### config.mk
export PLATFORM = sky130hd
export DESIGN_NAME = slope_matching_period_detector
export DESIGN_NICKNAME = d
export VERILOG_FILES = /design/src/rtl/core/smpd_pkg.sv /design/src/rtl/core/smpd_ram.sv /design/src/rtl/core/smpd_ctrl.sv /design/src/rtl/core/smpd_dpath.sv /design/src/rtl/core/slope_matching_period_detector.sv
export SDC_FILE = /design/constraint.sdc
export NUM_CORES = 1
export LEC_CHECK = 0
export ABC_AREA = 0
export BUFFER_PORTS_ARGS = -buffer_cell sky130_fd_sc_hd__buf_2
export CORE_AREA = 3 3 220 222
export CTS_CLUSTER_DIAMETER = 100
export DETAILED_ROUTE_END_ITERATION = 7
export DIE_AREA = 0 0 223 225
export GPL_ROUTABILITY_DRIVEN = 0
export PLACE_DENSITY_LB_ADDON = 0.05
export SLEW_MARGIN = 20
export SYNTH_ARGS = -nofsm -noshare
export SYNTH_HDL_FRONTEND = slang
export SYNTH_HIERARCHICAL = 1
export SYNTH_SLANG_ARGS = --single-unit
### constraint.sdc
create_clock -name clk -period 9.25 [get_ports clk]
set_input_delay 1.85 -clock clk [delete_from_list [all_inputs] [get_ports clk]]
set_output_delay 1.85 -clock clk [all_outputs]
set_load 0.05 [all_outputs]
### src/rtl/core/smpd_pkg.sv
package smpd_pkg;

  localparam int HISTORY_DEPTH = 10;
  localparam int TIME_W        = 16;
  localparam int IDX_W         = $clog2(HISTORY_DEPTH);
  localparam int SAMPLE_W      = 8;
  localparam int SLOPE_W       = 8;
  localparam int TTOL_W        = 16;
  localparam int MISS_W        = 4;
  localparam int PERIOD_W      = 20;
  localparam int SUM_W         = (TIME_W + IDX_W > PERIOD_W) ? (TIME_W + IDX_W) : PERIOD_W;

  localparam int CFG_IDX_W     = 2;
  localparam int CFG_DATA_W    = 16;

  // register indexes
  localparam logic [CFG_IDX_W-1:0] CFG_MIDPOINT   = 2'd0;
  localparam logic [CFG_IDX_W-1:0] CFG_SLOPE_TOL  = 2'd1;
  localparam logic [CFG_IDX_W-1:0] CFG_TIME_TOL   = 2'd2;
  localparam logic [CFG_IDX_W-1:0] CFG_MISS_LIMIT = 2'd3;

  localparam logic [SAMPLE_W-1:0] MIDPOINT_RST   = 8'd127;
  localparam logic [SLOPE_W-1:0]  SLOPE_TOL_RST  = 8'd3;
  localparam logic [TTOL_W-1:0]   TIME_TOL_RST   = 16'd10;
  localparam logic [MISS_W-1:0]   MISS_LIMIT_RST = 4'd9;

  localparam logic [PERIOD_W-1:0] PERIOD_MAX = {PERIOD_W{1'b1}};

  // controller -> datapath
  typedef struct packed {
    logic capture;   // latch the accepted beat
    logic eval;      // run the crossing / history update
    logic sum_rd;    // read one stored interval
    logic sum_add;   // accumulate it
    logic out_load;  // load the result register
  } smpd_cmd_t;

  // datapath -> controller
  typedef struct packed {
    logic hit;       // event matched entry 0
    logic more;      // intervals beyond entry 0 to sum
    logic last;      // current read is the final interval
  } smpd_stat_t;

endpackage

### src/rtl/core/smpd_ram.sv
module smpd_ram #(
  parameter int WIDTH = 16,
  parameter int DEPTH = 10,
  localparam int AW   = (DEPTH > 1) ? $clog2(DEPTH) : 1
) (
  input  logic             clk,
  input  logic             we,
  input  logic [AW-1:0]    waddr,
  input  logic [WIDTH-1:0] wdata,
  input  logic [AW-1:0]    raddr,
  output logic [WIDTH-1:0] rdata
);

  logic [WIDTH-1:0] mem [DEPTH];

  always_ff @(posedge clk) begin
    if (we) begin
      mem[waddr] <= wdata;
    end
    rdata <= mem[raddr];
  end

endmodule

### src/rtl/core/smpd_ctrl.sv
module smpd_ctrl (
  input  logic                clk,
  input  logic                rst_n,
  input  logic                in_valid,
  output logic                in_ready,
  output logic                out_valid,
  input  logic                out_ready,
  output smpd_pkg::smpd_cmd_t cmd,
  input  smpd_pkg::smpd_stat_t stat
);

  localparam logic [2:0] S_IDLE = 3'd0;
  localparam logic [2:0] S_EVAL = 3'd1;
  localparam logic [2:0] S_RD   = 3'd2;
  localparam logic [2:0] S_ADD  = 3'd3;
  localparam logic [2:0] S_EMIT = 3'd4;

  logic [2:0] state_r, state_nxt;
  logic       out_valid_r, out_valid_nxt;

  assign in_ready  = (state_r == S_IDLE);
  assign out_valid = out_valid_r;

  always_comb begin
    state_nxt     = state_r;
    out_valid_nxt = out_valid_r && !out_ready;
    cmd           = '0;
    unique case (state_r)
      S_IDLE: begin
        if (in_valid) begin
          cmd.capture = 1'b1;
          state_nxt   = S_EVAL;
        end
      end
      S_EVAL: begin
        cmd.eval = 1'b1;
        if (stat.hit) begin
          state_nxt = stat.more ? S_RD : S_EMIT;
        end else begin
          state_nxt = S_IDLE;
        end
      end
      S_RD: begin
        cmd.sum_rd = 1'b1;
        state_nxt  = S_ADD;
      end
      S_ADD: begin
        cmd.sum_add = 1'b1;
        state_nxt   = stat.last ? S_EMIT : S_RD;
      end
      S_EMIT: begin
        // hold until the output register is free
        if (!out_valid_r || out_ready) begin
          cmd.out_load  = 1'b1;
          out_valid_nxt = 1'b1;
          state_nxt     = S_IDLE;
        end
      end
      default: begin
        state_nxt = S_IDLE;
      end
    endcase
  end

  always_ff @(posedge clk) begin
    if (!rst_n) begin
      state_r     <= S_IDLE;
      out_valid_r <= 1'b0;
    end else begin
      state_r     <= state_nxt;
      out_valid_r <= out_valid_nxt;
    end
  end

endmodule

### src/rtl/core/smpd_dpath.sv
module smpd_dpath (
  input  logic                                 clk,
  input  logic                                 rst_n,
  input  logic [smpd_pkg::SAMPLE_W-1:0]        in_sample,
  input  logic                                 in_block_start,
  input  logic                                 cfg_we,
  input  logic [smpd_pkg::CFG_IDX_W-1:0]       cfg_index,
  input  logic [smpd_pkg::CFG_DATA_W-1:0]      cfg_wdata,
  input  smpd_pkg::smpd_cmd_t                  cmd,
  output smpd_pkg::smpd_stat_t                 stat,
  output logic [smpd_pkg::PERIOD_W-1:0]        out_period
);

  localparam int SAMPLE_W = smpd_pkg::SAMPLE_W;
  localparam int SLOPE_W  = smpd_pkg::SLOPE_W;
  localparam int TIME_W   = smpd_pkg::TIME_W;
  localparam int IDX_W    = smpd_pkg::IDX_W;
  localparam int MISS_W   = smpd_pkg::MISS_W;
  localparam int SUM_W    = smpd_pkg::SUM_W;
  localparam int PERIOD_W = smpd_pkg::PERIOD_W;
  localparam int DEPTH    = smpd_pkg::HISTORY_DEPTH;
  localparam logic [TIME_W-1:0] TIME_MAX = {TIME_W{1'b1}};

  function automatic logic [SLOPE_W-1:0] slope_diff(logic [SLOPE_W-1:0] a,
                                                    logic [SLOPE_W-1:0] b);
    return (a >= b) ? (a - b) : (b - a);
  endfunction

  function automatic logic [TIME_W-1:0] time_diff(logic [TIME_W-1:0] a,
                                                  logic [TIME_W-1:0] b);
    return (a >= b) ? (a - b) : (b - a);
  endfunction

  // configuration
  logic [SAMPLE_W-1:0]           mid_r;
  logic [SLOPE_W-1:0]            stol_r;
  logic [smpd_pkg::TTOL_W-1:0]   ttol_r;
  logic [MISS_W-1:0]             mlim_r;

  // detector state
  logic [SAMPLE_W-1:0] prev_r, prev_nxt;
  logic                pvalid_r;
  logic [TIME_W-1:0]   elapsed_r, elapsed_nxt;
  logic [IDX_W-1:0]    entry_r, entry_nxt;
  logic [SLOPE_W-1:0]  max_r, max_nxt;
  logic [MISS_W-1:0]   miss_r, miss_nxt;

  // payload
  logic [SAMPLE_W-1:0] cur_r;
  logic                blk_r;
  logic [TIME_W-1:0]   time0_r;
  logic [SLOPE_W-1:0]  slope0_r;
  logic [SUM_W-1:0]    acc_r;
  logic [IDX_W-1:0]    k_r;
  logic [IDX_W-1:0]    hit_idx_r;
  logic [PERIOD_W-1:0] period_r;
  logic [TIME_W-1:0]   ram_rdata;

  // evaluation
  logic                pvalid_e;
  logic [SAMPLE_W-1:0] prev_e;
  logic [TIME_W-1:0]   elapsed_e;
  logic [IDX_W-1:0]    entry_e;
  logic [SLOPE_W-1:0]  max_e;
  logic [MISS_W-1:0]   miss_e;
  logic [IDX_W-1:0]    idx;
  logic [SLOPE_W-1:0]  slope;
  logic                crossing;
  logic                slope_near;
  logic                record;
  logic                rec_first;
  logic                hit;
  logic [MISS_W:0]     miss_inc;
  logic [TIME_W-1:0]   elapsed_n;

  always_comb begin
    // block_start clears the detector before the beat is used
    pvalid_e  = blk_r ? 1'b0 : pvalid_r;
    prev_e    = blk_r ? '0 : prev_r;
    elapsed_e = blk_r ? '0 : elapsed_r;
    entry_e   = blk_r ? '0 : entry_r;
    max_e     = blk_r ? '0 : max_r;
    miss_e    = blk_r ? '0 : miss_r;

    idx        = ({1'b0, entry_e} >= (IDX_W+1)'(DEPTH)) ? '0 : entry_e;
    slope      = cur_r - prev_e;
    crossing   = pvalid_e && (prev_e < mid_r) && (cur_r >= mid_r);
    slope_near = slope_diff(slope, max_e) < stol_r;
    record     = crossing && slope_near;
    rec_first  = record && (idx == '0);
    hit        = record && (idx != '0)
              && (32'(time_diff(time0_r, elapsed_e)) < 32'(ttol_r))
              && (slope_diff(slope0_r, slope) < stol_r);
    miss_inc   = {1'b0, miss_e} + (MISS_W+1)'(1);

    elapsed_n = elapsed_e;
    entry_nxt = entry_e;
    max_nxt   = max_e;
    miss_nxt  = miss_e;

    if (crossing) begin
      if (record) begin
        elapsed_n = '0;
        if (rec_first || hit) begin
          miss_nxt  = '0;
          entry_nxt = IDX_W'(1);
        end else if (({1'b0, idx} + (IDX_W+1)'(1)) > (IDX_W+1)'(DEPTH - 1)) begin
          entry_nxt = '0;
          max_nxt   = '0;
          miss_nxt  = '0;
        end else begin
          entry_nxt = idx + IDX_W'(1);
        end
      end else if (slope > max_e) begin
        // steeper edge: new reference, restart timing
        max_nxt   = slope;
        elapsed_n = '0;
        miss_nxt  = '0;
        entry_nxt = '0;
      end else if (miss_inc > {1'b0, mlim_r}) begin
        entry_nxt = '0;
        max_nxt   = '0;
        miss_nxt  = '0;
      end else begin
        miss_nxt = miss_inc[MISS_W-1:0];
      end
    end

    // first sample after clear only primes prev
    if (!pvalid_e) begin
      elapsed_nxt = elapsed_e;
    end else if (elapsed_n != TIME_MAX) begin
      elapsed_nxt = elapsed_n + TIME_W'(1);
    end else begin
      elapsed_nxt = elapsed_n;
    end
    prev_nxt = cur_r;
  end

  assign stat.hit  = hit;
  assign stat.more = idx > IDX_W'(1);
  assign stat.last = (k_r == (hit_idx_r - IDX_W'(1)));

  // stored intervals of entries 1 and up; entry 0 lives in time0_r
  smpd_ram #(
    .WIDTH(TIME_W),
    .DEPTH(DEPTH)
  ) u_ram (
    .clk   (clk),
    .we    (cmd.eval && record && (idx != '0)),
    .waddr (idx),
    .wdata (elapsed_e),
    .raddr (k_r),
    .rdata (ram_rdata)
  );

  always_ff @(posedge clk) begin
    if (!rst_n) begin
      mid_r     <= smpd_pkg::MIDPOINT_RST;
      stol_r    <= smpd_pkg::SLOPE_TOL_RST;
      ttol_r    <= smpd_pkg::TIME_TOL_RST;
      mlim_r    <= smpd_pkg::MISS_LIMIT_RST;
      prev_r    <= '0;
      pvalid_r  <= 1'b0;
      elapsed_r <= '0;
      entry_r   <= '0;
      max_r     <= '0;
      miss_r    <= '0;
    end else begin
      if (cfg_we) begin
        unique case (cfg_index)
          smpd_pkg::CFG_MIDPOINT:   mid_r  <= cfg_wdata[SAMPLE_W-1:0];
          smpd_pkg::CFG_SLOPE_TOL:  stol_r <= cfg_wdata[SLOPE_W-1:0];
          smpd_pkg::CFG_TIME_TOL:   ttol_r <= cfg_wdata[smpd_pkg::TTOL_W-1:0];
          smpd_pkg::CFG_MISS_LIMIT: mlim_r <= cfg_wdata[MISS_W-1:0];
          default: ;
        endcase
      end
      if (cmd.eval) begin
        prev_r    <= prev_nxt;
        pvalid_r  <= 1'b1;
        elapsed_r <= elapsed_nxt;
        entry_r   <= entry_nxt;
        max_r     <= max_nxt;
        miss_r    <= miss_nxt;
      end
    end
  end

  always_ff @(posedge clk) begin
    if (cmd.capture) begin
      cur_r <= in_sample;
      blk_r <= in_block_start;
    end
    if (cmd.eval && (rec_first || hit)) begin
      time0_r  <= elapsed_e;
      slope0_r <= slope;
    end
    if (cmd.eval) begin
      // sum starts from the old entry 0 before it is replaced
      acc_r     <= SUM_W'(time0_r);
      k_r       <= IDX_W'(1);
      hit_idx_r <= idx;
    end
    if (cmd.sum_add) begin
      acc_r <= acc_r + SUM_W'(ram_rdata);
      k_r   <= k_r + IDX_W'(1);
    end
    if (cmd.out_load) begin
      period_r <= (acc_r > SUM_W'(smpd_pkg::PERIOD_MAX)) ? smpd_pkg::PERIOD_MAX
                                                         : acc_r[PERIOD_W-1:0];
    end
  end

  assign out_period = period_r;

endmodule

### src/rtl/core/slope_matching_period_detector.sv
// Slope-matching period detector. Takes one unsigned 8-bit audio sample per
// input beat and reports the waveform period in samples. An upward crossing
// of midpoint_level is a candidate event whose slope is the step across the
// crossing; crossings whose slope is near the running maximum are logged
// with the samples elapsed since the previous logged event, and when an
// event matches the first logged one in time and slope the logged intervals
// are summed and sent out as period (saturating at 2^20 - 1). A sample with
// block_start set clears the search state before it is used; configuration
// and the interval history survive it. An ordinary sample passes through the
// accept and evaluate states. A sample that closes a period also walks the
// interval RAM, with a read state and an add state per stored interval
// beyond the first because of the RAM's registered read, and then loads the
// result. The result register frees the input side, so only a second period
// result that finds the first still untaken waits on out_ready. Configuration
// writes take effect on the next clock and are meant for idle periods.
module slope_matching_period_detector (
  input  logic                                 clk,
  input  logic                                 rst_n,
  // sample beats
  input  logic                                 in_valid,
  output logic                                 in_ready,
  input  logic [smpd_pkg::SAMPLE_W-1:0]        in_sample,
  input  logic                                 in_block_start,
  // period beats
  output logic                                 out_valid,
  input  logic                                 out_ready,
  output logic [smpd_pkg::PERIOD_W-1:0]        out_period,
  // register writes
  input  logic                                 cfg_we,
  input  logic [smpd_pkg::CFG_IDX_W-1:0]       cfg_index,
  input  logic [smpd_pkg::CFG_DATA_W-1:0]      cfg_wdata
);

  smpd_pkg::smpd_cmd_t  cmd;
  smpd_pkg::smpd_stat_t stat;

  // sequencer: accept -> evaluate -> (read/add per interval) -> emit
  smpd_ctrl u_ctrl (
    .clk       (clk),
    .rst_n     (rst_n),
    .in_valid  (in_valid),
    .in_ready  (in_ready),
    .out_valid (out_valid),
    .out_ready (out_ready),
    .cmd       (cmd),
    .stat      (stat)
  );

  // crossing logic, search state, interval history and accumulator
  smpd_dpath u_dpath (
    .clk            (clk),
    .rst_n          (rst_n),
    .in_sample      (in_sample),
    .in_block_start (in_block_start),
    .cfg_we         (cfg_we),
    .cfg_index      (cfg_index),
    .cfg_wdata      (cfg_wdata),
    .cmd            (cmd),
    .stat           (stat),
    .out_period     (out_period)
  );

endmodule

==> impl_metrics.json, run 1 <==
{
  "vias_per_cell": 5.36,
  "r2r-end": "u_dpath/elapsed_r[11]",
  "min_to": "u_dpath/out_period[0]",
  "layout.nets": 1884,
  "synth_cells": 1667,
  "finish.cell_count_without_fillers": 2343,
  "critPathKind": "reg2reg",
  "cts_buffer_depth": 3,
  "drc": 0,
  "required_ns": 9.70,
  "clk_latency_ns": 0.57,
  "syn_area_sq_um": 18600,
  "grt_pass1_vias": 12500,
  "clock_skew_ns": 0.0188,
  "r2r_slack_ns": 1.13,
  "hold_violations": 0,
  "layout_commonest_cell": "edfxtp_1",
  "pwr-share-clk": 0.428,
  "slew_viol_final": 0,
  "combPwrFrac": 0.114,
  "cts_resized": 0,
  "cts_tree": "yes",
  "fmax_ghz": 0.123,
  "fin_util": 0.446,
  "layout_common_cells": "edfxtp_1 (241), nand2_1 (147), ha_1 (140)",
  "overflow": 0,
  "sw_frac_of_total": 0.249,
  "die_w_um": 223,
  "htreeDepth": 2,
  "crit_path_end_kind": "flop",
  "fin_crit_sh": 0.878,
  "yosysWarnings": 6,
  "worstHoldStart": "u_dpath/acc_r[0]",
  "rows": 79,
  "p_int_mw": 2.69,
  "post_dp_cell_area_sq_um": 19500,
  "p_leak_nw": 8.47,
  "root_buffer": "clkbuf_16",
  "drt_wl_total_mm": 48.2,
  "detailed_place_hpwl_mm": 34.4,
  "min_period_ns": 8.12,
  "min_path_cells": 0,
  "path_max_fanout": 13,
  "port_buffers": 53,
  "seq_power_share": 0.458,
  "cap_viol_max_count": 0,
  "timing.setup.tns_ns": 0,
  "wire_per_inst_um": 20.6,
  "cts.hold.buffers_added": 0,
  "placed_cells": 2269,
  "slew_headroom": 0.299,
  "area_growth_pct": 11.4,
  "cpPeakStageDelay_ns": 0.54,
  "grtUsageTotal": 0.192,
  "ios": 54,
  "antenna_found_initial": 1,
  "start_util": 0.400,
  "dr_total_vias": 12600,
  "rr_worst_depth": 34,
  "path_clk_slew_ns": 0.06,
  "worst_slew_pin_slew_ns": 1.05,
  "drt_pass1_iterations": 5,
  "die_y_um": 225,
  "cts_buffers": 40,
  "die_area_sq_um": 50200,
  "setup_viol": 0,
  "hold_class": "reg2reg",
  "drt-initial-drc-count": 822,
  "grt_start_max_net_pins": 71,
  "grt_pass1_wl_mm": 74.6,
  "dpl_worst_slack_ns": 1.15,
  "diodes": 0,
  "fin_ws_ns": 1.13,
  "crit_path_start_kind": "flop",
  "syn_avg_cell_area_sq_um": 11.2,
  "status": "finished clean",
  "cpMaxStageDelayCell": "edfxtp_1",
  "crit_arrival_ns": 8.57,
  "power.switching_uw": 893,
  "power-per-cell-area_nw_per_um2": 173,
  "core_sq_um": 46600,
  "reg2reg_from": "u_dpath/blk_r",
  "antenna_left": 0,
  "drive_gt1_frac": 0.146,
  "post_cts_buffers": 0,
  "syn_nets": 1847,
  "rsz0062_at_grt": "false",
  "vdd_ir_drop_max_mv": 0.114,
  "clock_sinks": 338,
  "final_cell_area_sq_um": 20800
}
[final cells by class]
type	instances	area, sq um
fill	4421	25800
sequential	338	9180
multi-input combinational	1121	8620
clock buffer	58	1140
tap	607	759
inverter	129	484
timing repair buffer	74	423
clock inverter	16	158
[flip-flops by register name, summed over array words and instances (netlist names), 8 cells and up]
signal,flops
u_dpath/cur_r,8
u_dpath/out_period,20
u_dpath/u_ram/mem,160
u_dpath/elapsed_r,16
u_dpath/time0_r,16
u_dpath/mid_r,8
u_dpath/u_ram/rdata,16
u_dpath/max_r,8
u_dpath/acc_r,20
u_dpath/ttol_r,16
u_dpath/prev_r,8
u_dpath/slope0_r,8
u_dpath/stol_r,8
[through the flow]
step / total power [mW] / hold slack [ns]
3_3_place_gp: 2.08 / 0.447
3_5_place_dp: 2.08 / 0.447
2_1_floorplan: 1.98 / 0.439
4_1_cts: 3.64 / 0.461
5_1_grt: 3.76 / 0.471
6_report: 3.58 / 0.461
[worst max-delay path: cells and delay by family, from the launching register on]
kind                     cells  cell delay (ns)
buffers and inverters        3             0.37
XOR/XNOR                     2             0.47
AND/OR/NAND/NOR              9             1.56
adder cells (fa/ha/maj)      5             1.55
flip-flops                   1             0.54
multiplexers                 1             0.41
AO/OA/AOI/OAI               14             3.13
[layer usage]
metal / up-vias / global-route usage / part of all wire
li1: 6127 / - / -
met5: - / 0 / 0
met4: 0 / 0.0617 / 0.030
met1: 6099 / 0.266 / 0.47
met2: 259 / 0.310 / 0.46
met3: 70 / 0.0288 / 0.039
[power by group through the flow]
| stage | Sequential (mW) | Clock, mW | Combinational, mW |
|---|---|---|---|
| after floorplan | 1.67 | 0 | 0.314 |
| after global placement | 1.67 | 0 | 0.408 |
| after detailed placement | 1.67 | 0 | 0.410 |
| after CTS | 1.64 | 1.59 | 0.413 |
| after global routing | 1.64 | 1.65 | 0.467 |
| final | 1.64 | 1.53 | 0.409 |
[worst max path at each step]
stage                               to  cells past startpoint  slack [ns]           from
2_1_floorplan  u_dpath/u_ram/mem[0][0]                     29        1.52  u_dpath/blk_r
3_3_place_gp      u_dpath/elapsed_r[7]                     34        1.37  u_dpath/blk_r
3_5_place_dp     u_dpath/elapsed_r[11]                     34        1.15  u_dpath/blk_r
4_1_cts          u_dpath/elapsed_r[11]                     34        1.12  u_dpath/blk_r
5_1_grt          u_dpath/elapsed_r[11]                     34        0.22  u_dpath/blk_r
6_report         u_dpath/elapsed_r[11]                     34        1.13  u_dpath/blk_r
(Power assumes the default switching activity.)
==> run 2: changes to the inputs <==
--- a/config.mk
+++ b/config.mk
@@ -6,15 +6,15 @@
 export NUM_CORES = 1
 export LEC_CHECK = 0
 export ABC_AREA = 0
-export BUFFER_PORTS_ARGS = -buffer_cell sky130_fd_sc_hd__buf_2
-export CORE_AREA = 3 3 220 222
+export BUFFER_PORTS_ARGS = -buffer_cell sky130_fd_sc_hd__buf_4
+export CORE_AREA = 3 3 217 219
 export CTS_CLUSTER_DIAMETER = 100
 export DETAILED_ROUTE_END_ITERATION = 7
-export DIE_AREA = 0 0 223 225
+export DIE_AREA = 0 0 220 222
 export GPL_ROUTABILITY_DRIVEN = 0
 export PLACE_DENSITY_LB_ADDON = 0.05
+export REMOVE_ABC_BUFFERS = 1
 export SLEW_MARGIN = 20
 export SYNTH_ARGS = -nofsm -noshare
 export SYNTH_HDL_FRONTEND = slang
-export SYNTH_HIERARCHICAL = 1
 export SYNTH_SLANG_ARGS = --single-unit
==> impl_metrics.json, run 2 <==
{
  "drc": 0,
  "min_path_cells": 2,
  "diodes": 0,
  "status": "finished clean",
  "core_sq_um": 45300,
  "synthXorXnorAreaFrac": 0.0318,
  "drt_pass1_iterations": 5,
  "cpMaxStageDelayCell": "o31ai_4",
  "grt_start_max_net_pins": 64,
  "die_w_um": 220,
  "cap_viol_max_count": 0,
  "start_util": 0.400,
  "synthArstFlopShare": 0,
  "slew_headroom": 0.300,
  "drive_gt1_frac": 0.112,
  "worstHoldStart": "u_dpath.elapsed_r[14]",
  "yosys.area_share.simple": 0.113,
  "power.switching_uw": 892,
  "crit_arrival_ns": 8.18,
  "synth_edf_count": 241,
  "fmax_ghz": 0.129,
  "finish.cell_count_without_fillers": 2262,
  "rows": 78,
  "rsz0062_at_grt": "false",
  "detailed_place_hpwl_mm": 33.3,
  "synth.most_common_cell": "edfxtp_1",
  "grt_pass1_wl_mm": 71.8,
  "cts_buffer_depth": 3,
  "grt_pass1_vias": 11800,
  "power-per-cell-area_nw_per_um2": 177,
  "timing.setup.tns_ns": 0,
  "grtUsageTotal": 0.192,
  "post_cts_buffers": 0,
  "slew_viol_final": 0,
  "crit_path_start_kind": "flop",
  "ys_ff_latch": 338,
  "vias_per_cell": 5.31,
  "layout_commonest_cell": "edfxtp_1",
  "area_growth_pct": 12.6,
  "rr_worst_depth": 31,
  "top_register": "u_dpath.u_ram.mem",
  "hold_class": "reg2reg",
  "cp_common_cell": "ha_1",
  "syn_area_sq_um": 18100,
  "pwr-share-clk": 0.427,
  "drt-initial-drc-count": 728,
  "hold_violations": 0,
  "reg2reg_from": "u_dpath.blk_r",
  "die_y_um": 222,
  "combPwrFrac": 0.118,
  "cts_buffers": 41,
  "antenna_found_initial": 0,
  "root_buffer": "clkbuf_16",
  "ys_seq_area_frac": 0.506,
  "yosysWarnings": 0,
  "muxShareOfSynthArea": 0.0673,
  "cts_resized": 0,
  "synth_area_leaders": "edfxtp_1 (40%), dfxtp_1 (11%), ha_1 (9.9%)",
  "port_buffers": 53,
  "syn_avg_cell_area_sq_um": 11.4,
  "fin_util": 0.451,
  "setup_viol": 0,
  "synth_top_area_cell": "edfxtp_1",
  "overflow": 0,
  "layout.nets": 1816,
  "n_fill_cell": 4237,
  "cts.hold.buffers_added": 0,
  "path_max_fanout": 20,
  "seq_power_share": 0.456,
  "drt_wl_total_mm": 46.7,
  "synth_top_family_by_area": "compound AO/OA/AOI/OAI gates",
  "path_clk_slew_ns": 0.06,
  "layout_common_cells": "edfxtp_1 (241), ha_1 (143), nand2_1 (125)",
  "clock_sinks": 338,
  "r2r-end": "u_dpath.elapsed_r[0]",
  "crit_buf_inv": 3,
  "htreeDepth": 2,
  "p_int_mw": 2.71,
  "min_to": "u_dpath.elapsed_r[14]",
  "vdd_ir_drop_max_mv": 0.142,
  "synth_cell_types": 78,
  "clk_latency_ns": 0.55,
  "ios": 54,
  "synthFlopType": "edfxtp_1",
  "path_delay_family": "simple AND/OR/NAND/NOR gates",
  "worst_slew_pin_slew_ns": 1.04,
  "r2r_slack_ns": 1.51,
  "min_period_ns": 7.74,
  "synth_cells": 1585,
  "synth.top_cells.by_count": "edfxtp_1 (241), ha_1 (143), nand2_1 (125)",
  "whs_ns": 0.441,
  "largest_reg_flops": 160,
  "critPathKind": "reg2reg",
  "sw_frac_of_total": 0.248,
  "crit_path_end_kind": "flop",
  "antenna_left": 0,
  "p_leak_nw": 7.87,
  "required_ns": 9.69,
  "cts_tree": "yes",
  "cpPeakStageDelay_ns": 0.57,
  "die_area_sq_um": 48800,
  "clock_skew_ns": 0.0171,
  "wire_per_inst_um": 20.6,
  "dr_total_vias": 12000,
  "synth_adder_area_share": 0.108,
  "fin_crit_sh": 0.836,
  "synth_top_area_frac": 0.399,
  "synth_compound_area_frac": 0.133,
  "placed_cells": 2190
}
## run 2: logic make-up after synthesis
kind of cell,after synthesis
muxes,81
xor gates and xnor gates,64
DFF,338
adders and majority gates,151
AOI/OAI and AO/OA,355
and+or+nand+nor,401
other,1
buffers and inverters,194
## run 2: area by class of cell
class / count / area, sq um / share of cell area
clock inverter: 18 / 169 / 0.00827
inverter: 115 / 432 / 0.0211
timing repair buffer: 69 / 518 / 0.0254
sequential: 338 / 9180 / 0.450
tap: 600 / 751 / 0.0368
clock buffer: 54 / 1090 / 0.0536
multi-input combinational: 1068 / 8270 / 0.405
## run 2: tightest hold or removal path, stage by stage, from the launching register on
cell and delay (ns):
dfxtp_1 0.31, nand2_1 0.05, nand2_1 0.04
## run 2: routing by layer
layer / vias to the layer above / wire, um / GRT usage
li1: 5872 / - / -
met1: 5870 / 23200 / 0.288
met2: 226 / 20700 / 0.293
met3: 51 / 1960 / 0.0286
met4: 0 / 776 / 0.0449
met5: - / 0 / 0
## run 2: through the flow
stage | area [sq um] | setup slack [ns] | power (mW)
after CTS | 20400 | 1.53 | 3.66
after global routing | 20400 | 0.569 | 3.76
after detailed placement | 19100 | 1.64 | 2.09
after floorplan | 17900 | 2.47 | 1.96
after global placement | 19100 | 1.64 | 2.09
final | 20400 | 1.51 | 3.60
## run 2: power groups by stage
stage	clock network, mW	logic [mW]	registers, mW
after detailed placement	0	0.419	1.67
after CTS	1.59	0.424	1.64
after global routing	1.64	0.472	1.64
final	1.54	0.424	1.64
after floorplan	0	0.289	1.67
after global placement	0	0.418	1.67
## run 2: how the worst max path moves through the flow
stage,start,slack (ns),cells after the start,to
after floorplan,u_dpath.blk_r,2.47,30,u_dpath.elapsed_r[0]
after global placement,u_dpath.blk_r,1.64,31,u_dpath.elapsed_r[7]
after detailed placement,u_dpath.blk_r,1.64,31,u_dpath.elapsed_r[0]
after CTS,u_dpath.blk_r,1.53,31,u_dpath.elapsed_r[0]
after global routing,u_dpath.blk_r,0.57,30,u_dpath.elapsed_r[1]
final,u_dpath.blk_r,1.51,31,u_dpath.elapsed_r[0]
